===== src/sv/scaled_glyph_and_fill_pixel_generator_assert.svh =====
// ---------------------------------------------------------------------------
// Assertion macros for the scaled glyph and fill pixel generator
// Each macro places one labeled concurrent assertion that is checked on the
// rising clock edge and is held off while reset is asserted.
// ---------------------------------------------------------------------------
`ifndef SCALED_GLYPH_AND_FILL_PIXEL_GENERATOR_ASSERT_SVH
`define SCALED_GLYPH_AND_FILL_PIXEL_GENERATOR_ASSERT_SVH

// The consequent must hold in the same cycle as the antecedent.
`define SGFPG_ASSERT_SAME(label, clk, rst_n, ante, cons, msg) \
    label: assert property (@(posedge clk) disable iff (!rst_n) (ante) |-> (cons)) \
        else $error(msg);

// The consequent must hold in the cycle after the antecedent.
`define SGFPG_ASSERT_NEXT(label, clk, rst_n, ante, cons, msg) \
    label: assert property (@(posedge clk) disable iff (!rst_n) (ante) |=> (cons)) \
        else $error(msg);

`endif


===== src/sv/sgfpg_pkg.sv =====
// ---------------------------------------------------------------------------
// sgfpg_pkg
// Command and result codes, job modes and the 5x7 font table of the glyph
// and fill pixel generator.
// ---------------------------------------------------------------------------
`default_nettype none

package sgfpg_pkg;

    typedef enum logic [1:0] {
        OP_DRAW = 2'd0,
        OP_FILL = 2'd1,
        OP_PULL = 2'd2
    } op_t;

    typedef enum logic [1:0] {
        KIND_WINDOW = 2'd0,
        KIND_PIXEL  = 2'd1,
        KIND_REJECT = 2'd2
    } kind_t;

    typedef enum logic [1:0] {
        MODE_IDLE = 2'd0,
        MODE_CHAR = 2'd1,
        MODE_FILL = 2'd2
    } job_mode_t;

    localparam int unsigned GLYPH_COLS  = 5;
    localparam int unsigned GLYPH_ROWS  = 7;
    localparam int unsigned CELL_COLS   = 6;
    localparam int unsigned CELL_ROWS   = 8;
    localparam int unsigned FONT_GLYPHS = 59;

    localparam logic [7:0] CHAR_SPACE    = 8'h20;
    localparam logic [7:0] CHAR_QUESTION = 8'h3F;
    localparam logic [7:0] CHAR_LOWER_A  = 8'h61;
    localparam logic [7:0] CHAR_LOWER_Z  = 8'h7A;
    localparam logic [7:0] CHAR_UPPER_Z  = 8'h5A;
    localparam logic [7:0] CASE_OFFSET   = 8'h20;
    localparam logic [5:0] GLYPH_FALLBACK = 6'd31;

    // One entry per glyph from space to Z. Element 0 is the leftmost column;
    // bit 0 of a column is the top dot.
    typedef logic [0:GLYPH_COLS-1][7:0] glyph_t;

    localparam glyph_t FONT_ROM [FONT_GLYPHS] = '{
        40'h0000000000, 40'h00005F0000, 40'h0007000700, 40'h147F147F14,
        40'h242A7F2A12, 40'h2313086462, 40'h3649552250, 40'h0005030000,
        40'h001C224100, 40'h0041221C00, 40'h14083E0814, 40'h08083E0808,
        40'h0050300000, 40'h0808080808, 40'h0060600000, 40'h2010080402,
        40'h3E5149453E, 40'h00427F4000, 40'h4261514946, 40'h2141454B31,
        40'h1814127F10, 40'h2745454539, 40'h3C4A494930, 40'h0171090503,
        40'h3649494936, 40'h064949291E, 40'h0036360000, 40'h0056360000,
        40'h0814224100, 40'h1414141414, 40'h0041221408, 40'h0201510906,
        40'h324979413E, 40'h7E1111117E, 40'h7F49494936, 40'h3E41414122,
        40'h7F4141221C, 40'h7F49494941, 40'h7F09090901, 40'h3E4149497A,
        40'h7F0808087F, 40'h00417F4100, 40'h2040413F01, 40'h7F08142241,
        40'h7F40404040, 40'h7F020C027F, 40'h7F0408107F, 40'h3E4141413E,
        40'h7F09090906, 40'h3E4151215E, 40'h7F09192946, 40'h4649494931,
        40'h01017F0101, 40'h3F4040403F, 40'h1F2040201F, 40'h3F4038403F,
        40'h6314081463, 40'h0708700807, 40'h6151494543
    };

endpackage

`default_nettype wire


===== src/sv/scaled_glyph_and_fill_pixel_generator.sv =====
// ---------------------------------------------------------------------------
// scaled_glyph_and_fill_pixel_generator
// Character cell and filled rectangle pixel source for a display controller.
// ---------------------------------------------------------------------------
// Every transfer on the input stream is one command: draw a character, fill
// a rectangle, or pull the next pixel of the current job. The block takes one
// transfer in every cycle while its input side is ready; its result, if any,
// appears in the output register on the next cycle. The input side is ready
// whenever that register is empty or its result is taken in the same cycle,
// so a stalled output holds back the input. A draw or fill command answers
// with the address window or a reject; a pull answers with one pixel colour
// and tlast on the final pixel of the job, or with nothing when no job runs.
// Fill jobs are counted with column and row down counters, character jobs
// with glyph position and repeat counters against the 5x7 font table.
`default_nettype none

module scaled_glyph_and_fill_pixel_generator #(
    parameter int unsigned SCREEN_WIDTH  = 320,
    parameter int unsigned SCREEN_HEIGHT = 240
) (
    input  wire logic         aclk,
    input  wire logic         aresetn,

    input  wire logic         s_tvalid,
    output logic              s_tready,
    // x_pos, y_pos, rect_width, rect_height, char_code, scale_factor,
    // fore_color, back_color
    input  wire logic [111:0] s_tdata,
    // op
    input  wire logic [1:0]   s_tuser,

    output logic              m_tvalid,
    input  wire logic         m_tready,
    // col_first, col_last, row_first, row_last, pixel_color
    output logic [79:0]       m_tdata,
    // kind
    output logic [1:0]        m_tuser,
    output logic              m_tlast
);

    `include "scaled_glyph_and_fill_pixel_generator_assert.svh"

    localparam int unsigned COL_W = $clog2(SCREEN_WIDTH + 1);
    localparam int unsigned ROW_W = $clog2(SCREEN_HEIGHT + 1);
    localparam logic [16:0] SCR_W = 17'(SCREEN_WIDTH);
    localparam logic [16:0] SCR_H = 17'(SCREEN_HEIGHT);

    // Input fields.
    logic [15:0] x_pos, y_pos, rect_width, rect_height, fore_color, back_color;
    logic [7:0]  char_code, scale_factor;
    sgfpg_pkg::op_t op;

    assign x_pos        = s_tdata[15:0];
    assign y_pos        = s_tdata[31:16];
    assign rect_width   = s_tdata[47:32];
    assign rect_height  = s_tdata[63:48];
    assign char_code    = s_tdata[71:64];
    assign scale_factor = s_tdata[79:72];
    assign fore_color   = s_tdata[95:80];
    assign back_color   = s_tdata[111:96];
    assign op           = sgfpg_pkg::op_t'(s_tuser);

    logic accept;
    assign accept = s_tvalid && s_tready;

    // Job state.
    sgfpg_pkg::job_mode_t mode_reg, mode_next;
    logic [5:0]       glyph_idx_reg, glyph_idx_next;
    logic [7:0]       scale_reg, scale_next;
    logic [15:0]      fore_reg, fore_next;
    logic [15:0]      back_reg, back_next;
    logic [2:0]       glyph_row_reg, glyph_row_next;
    logic [7:0]       row_rep_reg, row_rep_next;
    logic [2:0]       glyph_col_reg, glyph_col_next;
    logic [7:0]       col_rep_reg, col_rep_next;
    logic [COL_W-1:0] fill_w_reg, fill_w_next;
    logic [COL_W-1:0] fill_col_reg, fill_col_next;
    logic [ROW_W-1:0] fill_row_reg, fill_row_next;

    // Output register.
    logic        out_valid_reg;
    logic [1:0]  kind_reg;
    logic [15:0] col_first_reg, col_last_reg, row_first_reg, row_last_reg;
    logic [15:0] pixel_reg;
    logic        last_reg;

    // Result of the current transfer.
    logic        res_valid;
    logic [1:0]  res_kind;
    logic [15:0] res_col_first, res_col_last, res_row_first, res_row_last;
    logic [15:0] res_pixel;
    logic        res_last;

    // Draw command checks.
    logic [10:0] cell_w, cell_h;
    logic [16:0] cell_x_end, cell_y_end;
    logic        draw_reject;

    assign cell_w     = {1'b0, scale_factor, 2'b00} + {2'b00, scale_factor, 1'b0};
    assign cell_h     = {scale_factor, 3'b000};
    assign cell_x_end = {1'b0, x_pos} + {6'd0, cell_w};
    assign cell_y_end = {1'b0, y_pos} + {6'd0, cell_h};
    assign draw_reject = (scale_factor == 8'd0) || ({1'b0, x_pos} >= SCR_W)
        || ({1'b0, y_pos} >= SCR_H) || (cell_x_end > SCR_W) || (cell_y_end > SCR_H);

    // Fill command checks and clipping.
    logic [16:0]      fill_x_end, fill_y_end;
    logic             fill_reject, clip_w, clip_h;
    logic [16:0]      room_w, room_h;
    logic [COL_W-1:0] clipped_w;
    logic [ROW_W-1:0] clipped_h;

    assign fill_x_end  = {1'b0, x_pos} + {1'b0, rect_width};
    assign fill_y_end  = {1'b0, y_pos} + {1'b0, rect_height};
    assign fill_reject = (rect_width == 16'd0) || (rect_height == 16'd0)
        || ({1'b0, x_pos} >= SCR_W) || ({1'b0, y_pos} >= SCR_H);
    assign clip_w      = fill_x_end > SCR_W;
    assign clip_h      = fill_y_end > SCR_H;
    assign room_w      = SCR_W - {1'b0, x_pos};
    assign room_h      = SCR_H - {1'b0, y_pos};
    // Once the start is on screen, the kept size never exceeds the screen.
    assign clipped_w   = clip_w ? room_w[COL_W-1:0] : rect_width[COL_W-1:0];
    assign clipped_h   = clip_h ? room_h[ROW_W-1:0] : rect_height[ROW_W-1:0];

    // Character pull: dot lookup and end of cell.
    logic [5:0]   font_idx;
    logic [2:0]   font_col;
    logic [7:0]   font_bits;
    logic         dot_lit;
    logic [8:0]   col_rep_inc, row_rep_inc;
    logic         col_wrap, row_wrap, char_last;

    assign font_idx  = (glyph_idx_reg < 6'(sgfpg_pkg::FONT_GLYPHS))
                       ? glyph_idx_reg : sgfpg_pkg::GLYPH_FALLBACK;
    assign font_col  = (glyph_col_reg < 3'(sgfpg_pkg::GLYPH_COLS)) ? glyph_col_reg : 3'd0;
    assign font_bits = sgfpg_pkg::FONT_ROM[font_idx][font_col];
    assign dot_lit   = (glyph_col_reg < 3'(sgfpg_pkg::GLYPH_COLS))
        && (glyph_row_reg < 3'(sgfpg_pkg::GLYPH_ROWS)) && font_bits[glyph_row_reg];

    assign col_rep_inc = {1'b0, col_rep_reg} + 9'd1;
    assign row_rep_inc = {1'b0, row_rep_reg} + 9'd1;
    assign col_wrap    = col_rep_inc >= {1'b0, scale_reg};
    assign row_wrap    = row_rep_inc >= {1'b0, scale_reg};
    assign char_last   = (glyph_row_reg == 3'(sgfpg_pkg::CELL_ROWS - 1))
        && (glyph_col_reg == 3'(sgfpg_pkg::CELL_COLS - 1)) && col_wrap && row_wrap;

    logic fill_last;
    assign fill_last = (fill_col_reg == COL_W'(1)) && (fill_row_reg == ROW_W'(1));

    // Character folding: lower case to upper case, anything outside space to Z to '?'.
    logic [7:0] code_upper, code_kept;
    assign code_upper = (char_code >= sgfpg_pkg::CHAR_LOWER_A
                         && char_code <= sgfpg_pkg::CHAR_LOWER_Z)
                        ? char_code - sgfpg_pkg::CASE_OFFSET : char_code;
    assign code_kept  = (code_upper < sgfpg_pkg::CHAR_SPACE
                         || code_upper > sgfpg_pkg::CHAR_UPPER_Z)
                        ? sgfpg_pkg::CHAR_QUESTION : code_upper;
    logic [7:0] code_offset;
    assign code_offset = code_kept - sgfpg_pkg::CHAR_SPACE;

    // Next state.
    always_comb begin
        mode_next      = mode_reg;
        glyph_idx_next = glyph_idx_reg;
        scale_next     = scale_reg;
        fore_next      = fore_reg;
        back_next      = back_reg;
        glyph_row_next = glyph_row_reg;
        row_rep_next   = row_rep_reg;
        glyph_col_next = glyph_col_reg;
        col_rep_next   = col_rep_reg;
        fill_w_next    = fill_w_reg;
        fill_col_next  = fill_col_reg;
        fill_row_next  = fill_row_reg;
        if (accept) begin
            unique case (op)
                sgfpg_pkg::OP_DRAW: begin
                    mode_next = sgfpg_pkg::MODE_IDLE;
                    if (!draw_reject) begin
                        mode_next      = sgfpg_pkg::MODE_CHAR;
                        glyph_idx_next = code_offset[5:0];
                        scale_next     = scale_factor;
                        fore_next      = fore_color;
                        back_next      = back_color;
                        glyph_row_next = 3'd0;
                        row_rep_next   = 8'd0;
                        glyph_col_next = 3'd0;
                        col_rep_next   = 8'd0;
                    end
                end
                sgfpg_pkg::OP_FILL: begin
                    mode_next = sgfpg_pkg::MODE_IDLE;
                    if (!fill_reject) begin
                        mode_next     = sgfpg_pkg::MODE_FILL;
                        fore_next     = fore_color;
                        fill_w_next   = clipped_w;
                        fill_col_next = clipped_w;
                        fill_row_next = clipped_h;
                    end
                end
                sgfpg_pkg::OP_PULL: begin
                    if (mode_reg == sgfpg_pkg::MODE_FILL) begin
                        if (fill_last) begin
                            mode_next = sgfpg_pkg::MODE_IDLE;
                        end else if (fill_col_reg == COL_W'(1)) begin
                            fill_col_next = fill_w_reg;
                            fill_row_next = fill_row_reg - ROW_W'(1);
                        end else begin
                            fill_col_next = fill_col_reg - COL_W'(1);
                        end
                    end else if (mode_reg == sgfpg_pkg::MODE_CHAR) begin
                        if (char_last) begin
                            mode_next      = sgfpg_pkg::MODE_IDLE;
                            glyph_row_next = 3'd0;
                            row_rep_next   = 8'd0;
                            glyph_col_next = 3'd0;
                            col_rep_next   = 8'd0;
                        end else if (!col_wrap) begin
                            col_rep_next = col_rep_inc[7:0];
                        end else begin
                            col_rep_next = 8'd0;
                            if (glyph_col_reg != 3'(sgfpg_pkg::CELL_COLS - 1)) begin
                                glyph_col_next = glyph_col_reg + 3'd1;
                            end else begin
                                glyph_col_next = 3'd0;
                                if (!row_wrap) begin
                                    row_rep_next = row_rep_inc[7:0];
                                end else begin
                                    row_rep_next   = 8'd0;
                                    glyph_row_next = glyph_row_reg + 3'd1;
                                end
                            end
                        end
                    end
                end
                default: begin
                end
            endcase
        end
    end

    // Result of the transfer.
    always_comb begin
        res_valid     = 1'b0;
        res_kind      = sgfpg_pkg::KIND_REJECT;
        res_col_first = 16'd0;
        res_col_last  = 16'd0;
        res_row_first = 16'd0;
        res_row_last  = 16'd0;
        res_pixel     = 16'd0;
        res_last      = 1'b0;
        unique case (op)
            sgfpg_pkg::OP_DRAW: begin
                res_valid = 1'b1;
                if (!draw_reject) begin
                    res_kind      = sgfpg_pkg::KIND_WINDOW;
                    res_col_first = x_pos;
                    res_col_last  = cell_x_end[15:0] - 16'd1;
                    res_row_first = y_pos;
                    res_row_last  = cell_y_end[15:0] - 16'd1;
                end
            end
            sgfpg_pkg::OP_FILL: begin
                res_valid = 1'b1;
                if (!fill_reject) begin
                    res_kind      = sgfpg_pkg::KIND_WINDOW;
                    res_col_first = x_pos;
                    res_col_last  = clip_w ? 16'(SCREEN_WIDTH - 1)
                                           : fill_x_end[15:0] - 16'd1;
                    res_row_first = y_pos;
                    res_row_last  = clip_h ? 16'(SCREEN_HEIGHT - 1)
                                           : fill_y_end[15:0] - 16'd1;
                end
            end
            sgfpg_pkg::OP_PULL: begin
                if (mode_reg == sgfpg_pkg::MODE_FILL) begin
                    res_valid = 1'b1;
                    res_kind  = sgfpg_pkg::KIND_PIXEL;
                    res_pixel = fore_reg;
                    res_last  = fill_last;
                end else if (mode_reg == sgfpg_pkg::MODE_CHAR) begin
                    res_valid = 1'b1;
                    res_kind  = sgfpg_pkg::KIND_PIXEL;
                    res_pixel = dot_lit ? fore_reg : back_reg;
                    res_last  = char_last;
                end
            end
            default: begin
            end
        endcase
    end

    always_ff @(posedge aclk) begin
        if (!aresetn) begin
            mode_reg      <= sgfpg_pkg::MODE_IDLE;
            glyph_idx_reg <= 6'd0;
            scale_reg     <= 8'd0;
            fore_reg      <= 16'd0;
            back_reg      <= 16'd0;
            glyph_row_reg <= 3'd0;
            row_rep_reg   <= 8'd0;
            glyph_col_reg <= 3'd0;
            col_rep_reg   <= 8'd0;
            fill_w_reg    <= '0;
            fill_col_reg  <= '0;
            fill_row_reg  <= '0;
            out_valid_reg <= 1'b0;
        end else begin
            mode_reg      <= mode_next;
            glyph_idx_reg <= glyph_idx_next;
            scale_reg     <= scale_next;
            fore_reg      <= fore_next;
            back_reg      <= back_next;
            glyph_row_reg <= glyph_row_next;
            row_rep_reg   <= row_rep_next;
            glyph_col_reg <= glyph_col_next;
            col_rep_reg   <= col_rep_next;
            fill_w_reg    <= fill_w_next;
            fill_col_reg  <= fill_col_next;
            fill_row_reg  <= fill_row_next;
            if (s_tready) begin
                out_valid_reg <= accept && res_valid;
            end
        end
    end

    always_ff @(posedge aclk) begin
        if (accept) begin
            kind_reg      <= res_kind;
            col_first_reg <= res_col_first;
            col_last_reg  <= res_col_last;
            row_first_reg <= res_row_first;
            row_last_reg  <= res_row_last;
            pixel_reg     <= res_pixel;
            last_reg      <= res_last;
        end
    end

    assign s_tready = !out_valid_reg || m_tready;
    assign m_tvalid = out_valid_reg;
    assign m_tdata  = {pixel_reg, row_last_reg, row_first_reg, col_last_reg, col_first_reg};
    assign m_tuser  = kind_reg;
    assign m_tlast  = last_reg;

    // A rejected command carries an all-zero window and no end marker.
    `SGFPG_ASSERT_SAME(a_reject_clean, aclk, aresetn,
        m_tvalid && (m_tuser == sgfpg_pkg::KIND_REJECT),
        (m_tdata == 80'd0) && !m_tlast, "rejected result carries data")

    // Only pixel results can end a job.
    `SGFPG_ASSERT_SAME(a_last_is_pixel, aclk, aresetn, m_tvalid && m_tlast,
        m_tuser == sgfpg_pkg::KIND_PIXEL, "end marker on a non-pixel result")

    // A running character job always holds a nonzero scale.
    `SGFPG_ASSERT_SAME(a_char_scale, aclk, aresetn, mode_reg == sgfpg_pkg::MODE_CHAR,
        scale_reg != 8'd0, "character job with zero scale")

    // A running fill job never has an exhausted counter.
    `SGFPG_ASSERT_SAME(a_fill_counts, aclk, aresetn, mode_reg == sgfpg_pkg::MODE_FILL,
        (fill_col_reg != '0) && (fill_row_reg != '0), "fill job with empty counter")

    // A draw command never leaves a fill job running.
    `SGFPG_ASSERT_NEXT(a_draw_ends_fill, aclk, aresetn,
        accept && (op == sgfpg_pkg::OP_DRAW),
        mode_reg != sgfpg_pkg::MODE_FILL, "fill job survived a draw command")

endmodule

`default_nettype wire


===== config.mk =====
export PLATFORM = sky130hd
export DESIGN_NAME = scaled_glyph_and_fill_pixel_generator
export DESIGN_NICKNAME = d
export VERILOG_FILES = /design/src/sv/sgfpg_pkg.sv /design/src/sv/scaled_glyph_and_fill_pixel_generator.sv
export VERILOG_INCLUDE_DIRS = /design/src /design/src/sv
export SDC_FILE = /design/constraint.sdc
export NUM_CORES = 1
export LEC_CHECK = 0
export ABC_AREA = 1
export BUFFER_PORTS_ARGS = -buffer_cell sky130_fd_sc_hd__buf_2
export CAP_MARGIN = 20
export CORE_ASPECT_RATIO = 1.1
export CORE_MARGIN = 5
export CORE_UTILIZATION = 35
export CTS_BUF_LIST = sky130_fd_sc_hd__clkbuf_4 sky130_fd_sc_hd__clkbuf_8 sky130_fd_sc_hd__clkbuf_16
export CTS_CLUSTER_SIZE = 24
export DETAILED_ROUTE_END_ITERATION = 6
export SETUP_SLACK_MARGIN = 0.4
export SYNTH_ARGS = -nofsm -noshare
export SYNTH_HDL_FRONTEND = slang
export SYNTH_SLANG_ARGS = --single-unit

===== constraint.sdc =====
create_clock -name aclk -period 4.2 [get_ports aclk]
set_clock_uncertainty 0.15 [all_clocks]
set_input_delay 0.63 -clock aclk [delete_from_list [all_inputs] [get_ports aclk]]
set_output_delay 0.63 -clock aclk [all_outputs]
set_load 0.01 [all_outputs]

==> impl_metrics.ini <==
[status]
status = completed

[yosys]
yosys_warnings = 0
synthArstFlopShare = 0
yosys-top-cells-count = 550 x nand2_1, 293 x inv_1, 251 x nand3_1
synth.largest_area_cell = edfxtp_1
synth-main-ff-cell = dfxtp_1
synthTopCellsByArea = edfxtp_1 16%, nand2_1 13%, dfxtp_1 12%
synthDistinctLibCells = 55
synth_seq_area_share = 0.2819
synth_most_common_cell = nand2_1
synth.top_cell.area_share = 0.1584
synth_area_mm2 = 0.01573
synth_edf_count = 83
avgSynthCellArea_um2 = 6.632
ys_ff_latch = 180
syn_inst = 2372

[worst_setup_path]
start_kind = flip-flop
crit_required_ps = 4270
crit_slowest_cell = dfxtp_2
arrival_ps = 3680
startpoint = glyph_idx_reg[1]
crit_path_max_fanout = 16
r2r_cells = 21
setup.worst_path.class = reg2reg
endpoint_kind = flip-flop
r2r_start = glyph_idx_reg[1]
crit_path_frequent_cell = nand2_1
cp_cell_sequence = nand2_2 -> nand2_1 -> nand2_2 -> nand2_2 -> inv_2 -> ha_1 -> buf_4 -> nand3_1 -> a21oi_1 -> a21oi_1 -> a21oi_1 -> nand2_1 -> nand2_1 -> nand2_1 -> a21oi_1 -> nand2_1 -> nand2_2 -> buf_4 -> nand3_1 -> nand3_1 -> nand2_1
max_stage_delay_ps = 380

[global_route]
grt-busiest-layer = met2
use_met3 = 0.03594
overflow = 0
grt_pass1_vias = 16370
grt_start_max_net_pins = 66
met2_usage = 0.4034
antenna_found_initial = 2
grt_use_total = 0.2315
gr-usage-met1 = 0.2813
grt_first_pass_wirelength_um = 89480

[worst_hold_path]
hp-start = s_tdata[97]
hp-class = in2reg
min_path_cells = 3

[timing]
final_max_slew_viol_count = 0
rsz0062_at_grt = false
slew_headroom = 0.3484
finalSetupViolations = 0
worst_pin_slew_ps = 976.3
fin_setup_tns_ps = 0
whs_ps = 242.5
period_share = 0.8596
finalHoldViolCount = 0
fmax_ghz = 0.2770
min_period_ps = 3610

[floorplanning]
fp.dieArea_mm2 = 0.04929
rows = 81
die_w_um = 212.1
ios = 203
fp.coreArea_mm2 = 0.04449
die_y_um = 232.3
initial_core_util = 0.3536

[placement]
gp_congestion = 1.005
io_buffers = 202
dp_hpwl_um = 45870

[cts]
cts_buffers = 17
cts-htree-levels = 4
root_buffer = clkbuf_16
cts.sinks = 180
ctsHoldBuffers = 0
clk_latency_ps = 480
cts_tree = yes
path_clk_slew_ps = 80
cts_max_path_buffers = 2

[routing]
drc = 0
dr.pass1.iters = 6
wirelength_um = 58360
wl_per_cell_um = 18.12
drtAntennaViolNets = 0
drtIter0Drc = 1286
via_per_inst = 5.275
vias = 16990

[cells_and_area]
drive_gt1_frac = 0.1531
nets = 2855
fill_cells = 4701
n_antenna_cell = 0
syn2layout_area_growth_pct = 18.64

[power]
power_frac_comb = 0.283
pwr-share-clk = 0.336
peakVddDrop_uv = 216.2
leakage_nw = 9.048
power_density_mw_per_mm2 = 274.1
switching_share = 0.3616
power_frac_seq = 0.381
p_int_mw = 3.265
switching_power_mw = 1.850

[job]
cap_violations = 0
layout make-up:
cell class                 count  area (µm²)  area share
multi-input combinational   1825        9953      0.5333
sequential                   180        4436      0.2377
timing repair buffer         295        1772     0.09493
inverter                     307        1159     0.06208
tap                          581       726.9     0.03895
clock buffer                  17       425.4     0.02279
clock inverter                15       191.4     0.01026
per-stage QoR:
step	utilization	instance area [µm²]	total power, mW	setup WS (ps)	std cells
3_5_place_dp	0.4023	17900	3.409	-38.61	3182
3_3_place_gp	0.4023	17900	3.402	81.73	3182
2_1_floorplan	-	15810	2.911	407.3	2386
4_1_cts	0.4162	18520	5.132	423.1	3214
5_1_grt	0.4195	18660	5.388	397.0	3220
6_report	0.4195	18660	5.115	589.6	3220
kinds of logic (layout without fill, tap and decap cells):
| logic type | after synthesis | count (layout) | synth area share |
|---|---|---|---|
| buffers and inverters | 381 | 634 | 0.09609 |
| other | 1 | 15 | 0.0002384 |
| XOR/XNOR | 109 | 109 | 0.06212 |
| adder cells (fa/ha/maj) | 111 | 111 | 0.09354 |
| AO/OA/AOI/OAI | 407 | 407 | 0.1402 |
| AND/OR/NAND/NOR | 1183 | 1183 | 0.3260 |
| flip-flops | 180 | 180 | 0.2819 |
what timing repair did:
action,in CTS,in global routing
gates resized for setup,1,31
buffers inserted,0,6
setup endpoints to repair,3,104
pin swaps,0,4
placed cells by master (no fill, tap or decap), types with 43 or more instances in the layout:
cell and n:
nand2_1 544, inv_1 291, nand3_1 249, nor2_1 231, buf_2 202, a21oi_1 185, o21ai_0 138, ha_1 97
dfxtp_1 96, buf_4 88, edfxtp_1 83, xor2_1 78, nor3_1 43
critical path: cells and delay by family, from the launching register on:
family                   cells  cell delay, ps
AO/OA/AOI/OAI                4             770
buffers and inverters        3             570
AND/OR/NAND/NOR             13            1230
flip-flops                   1             380
adder cells (fa/ha/maj)      1             230
power groups by stage:
stage / clock network, mW / logic [mW] / registers (mW)
after global routing: 1.82 / 1.61 / 1.95
final: 1.72 / 1.45 / 1.95
after CTS: 1.75 / 1.43 / 1.95
after global placement: 0 / 1.42 / 1.98
after detailed placement: 0 / 1.42 / 1.98
after floorplan: 0 / 0.915 / 2.00
worst paths after layout:
kind / to / slack [ps]
max: pixel_reg[4] / 590
min: back_reg[1] / 240
max reg2reg: pixel_reg[4] / 590
min reg2reg: fore_reg[14] / 320
routing by layer:
metal	vias up	routed length (µm)
met5	-	34
met4	4	2608
met3	156	3547
met2	664	28130
met1	7830	24040
li1	8332	-
Note: power is estimated with default switching activity, not from simulation.
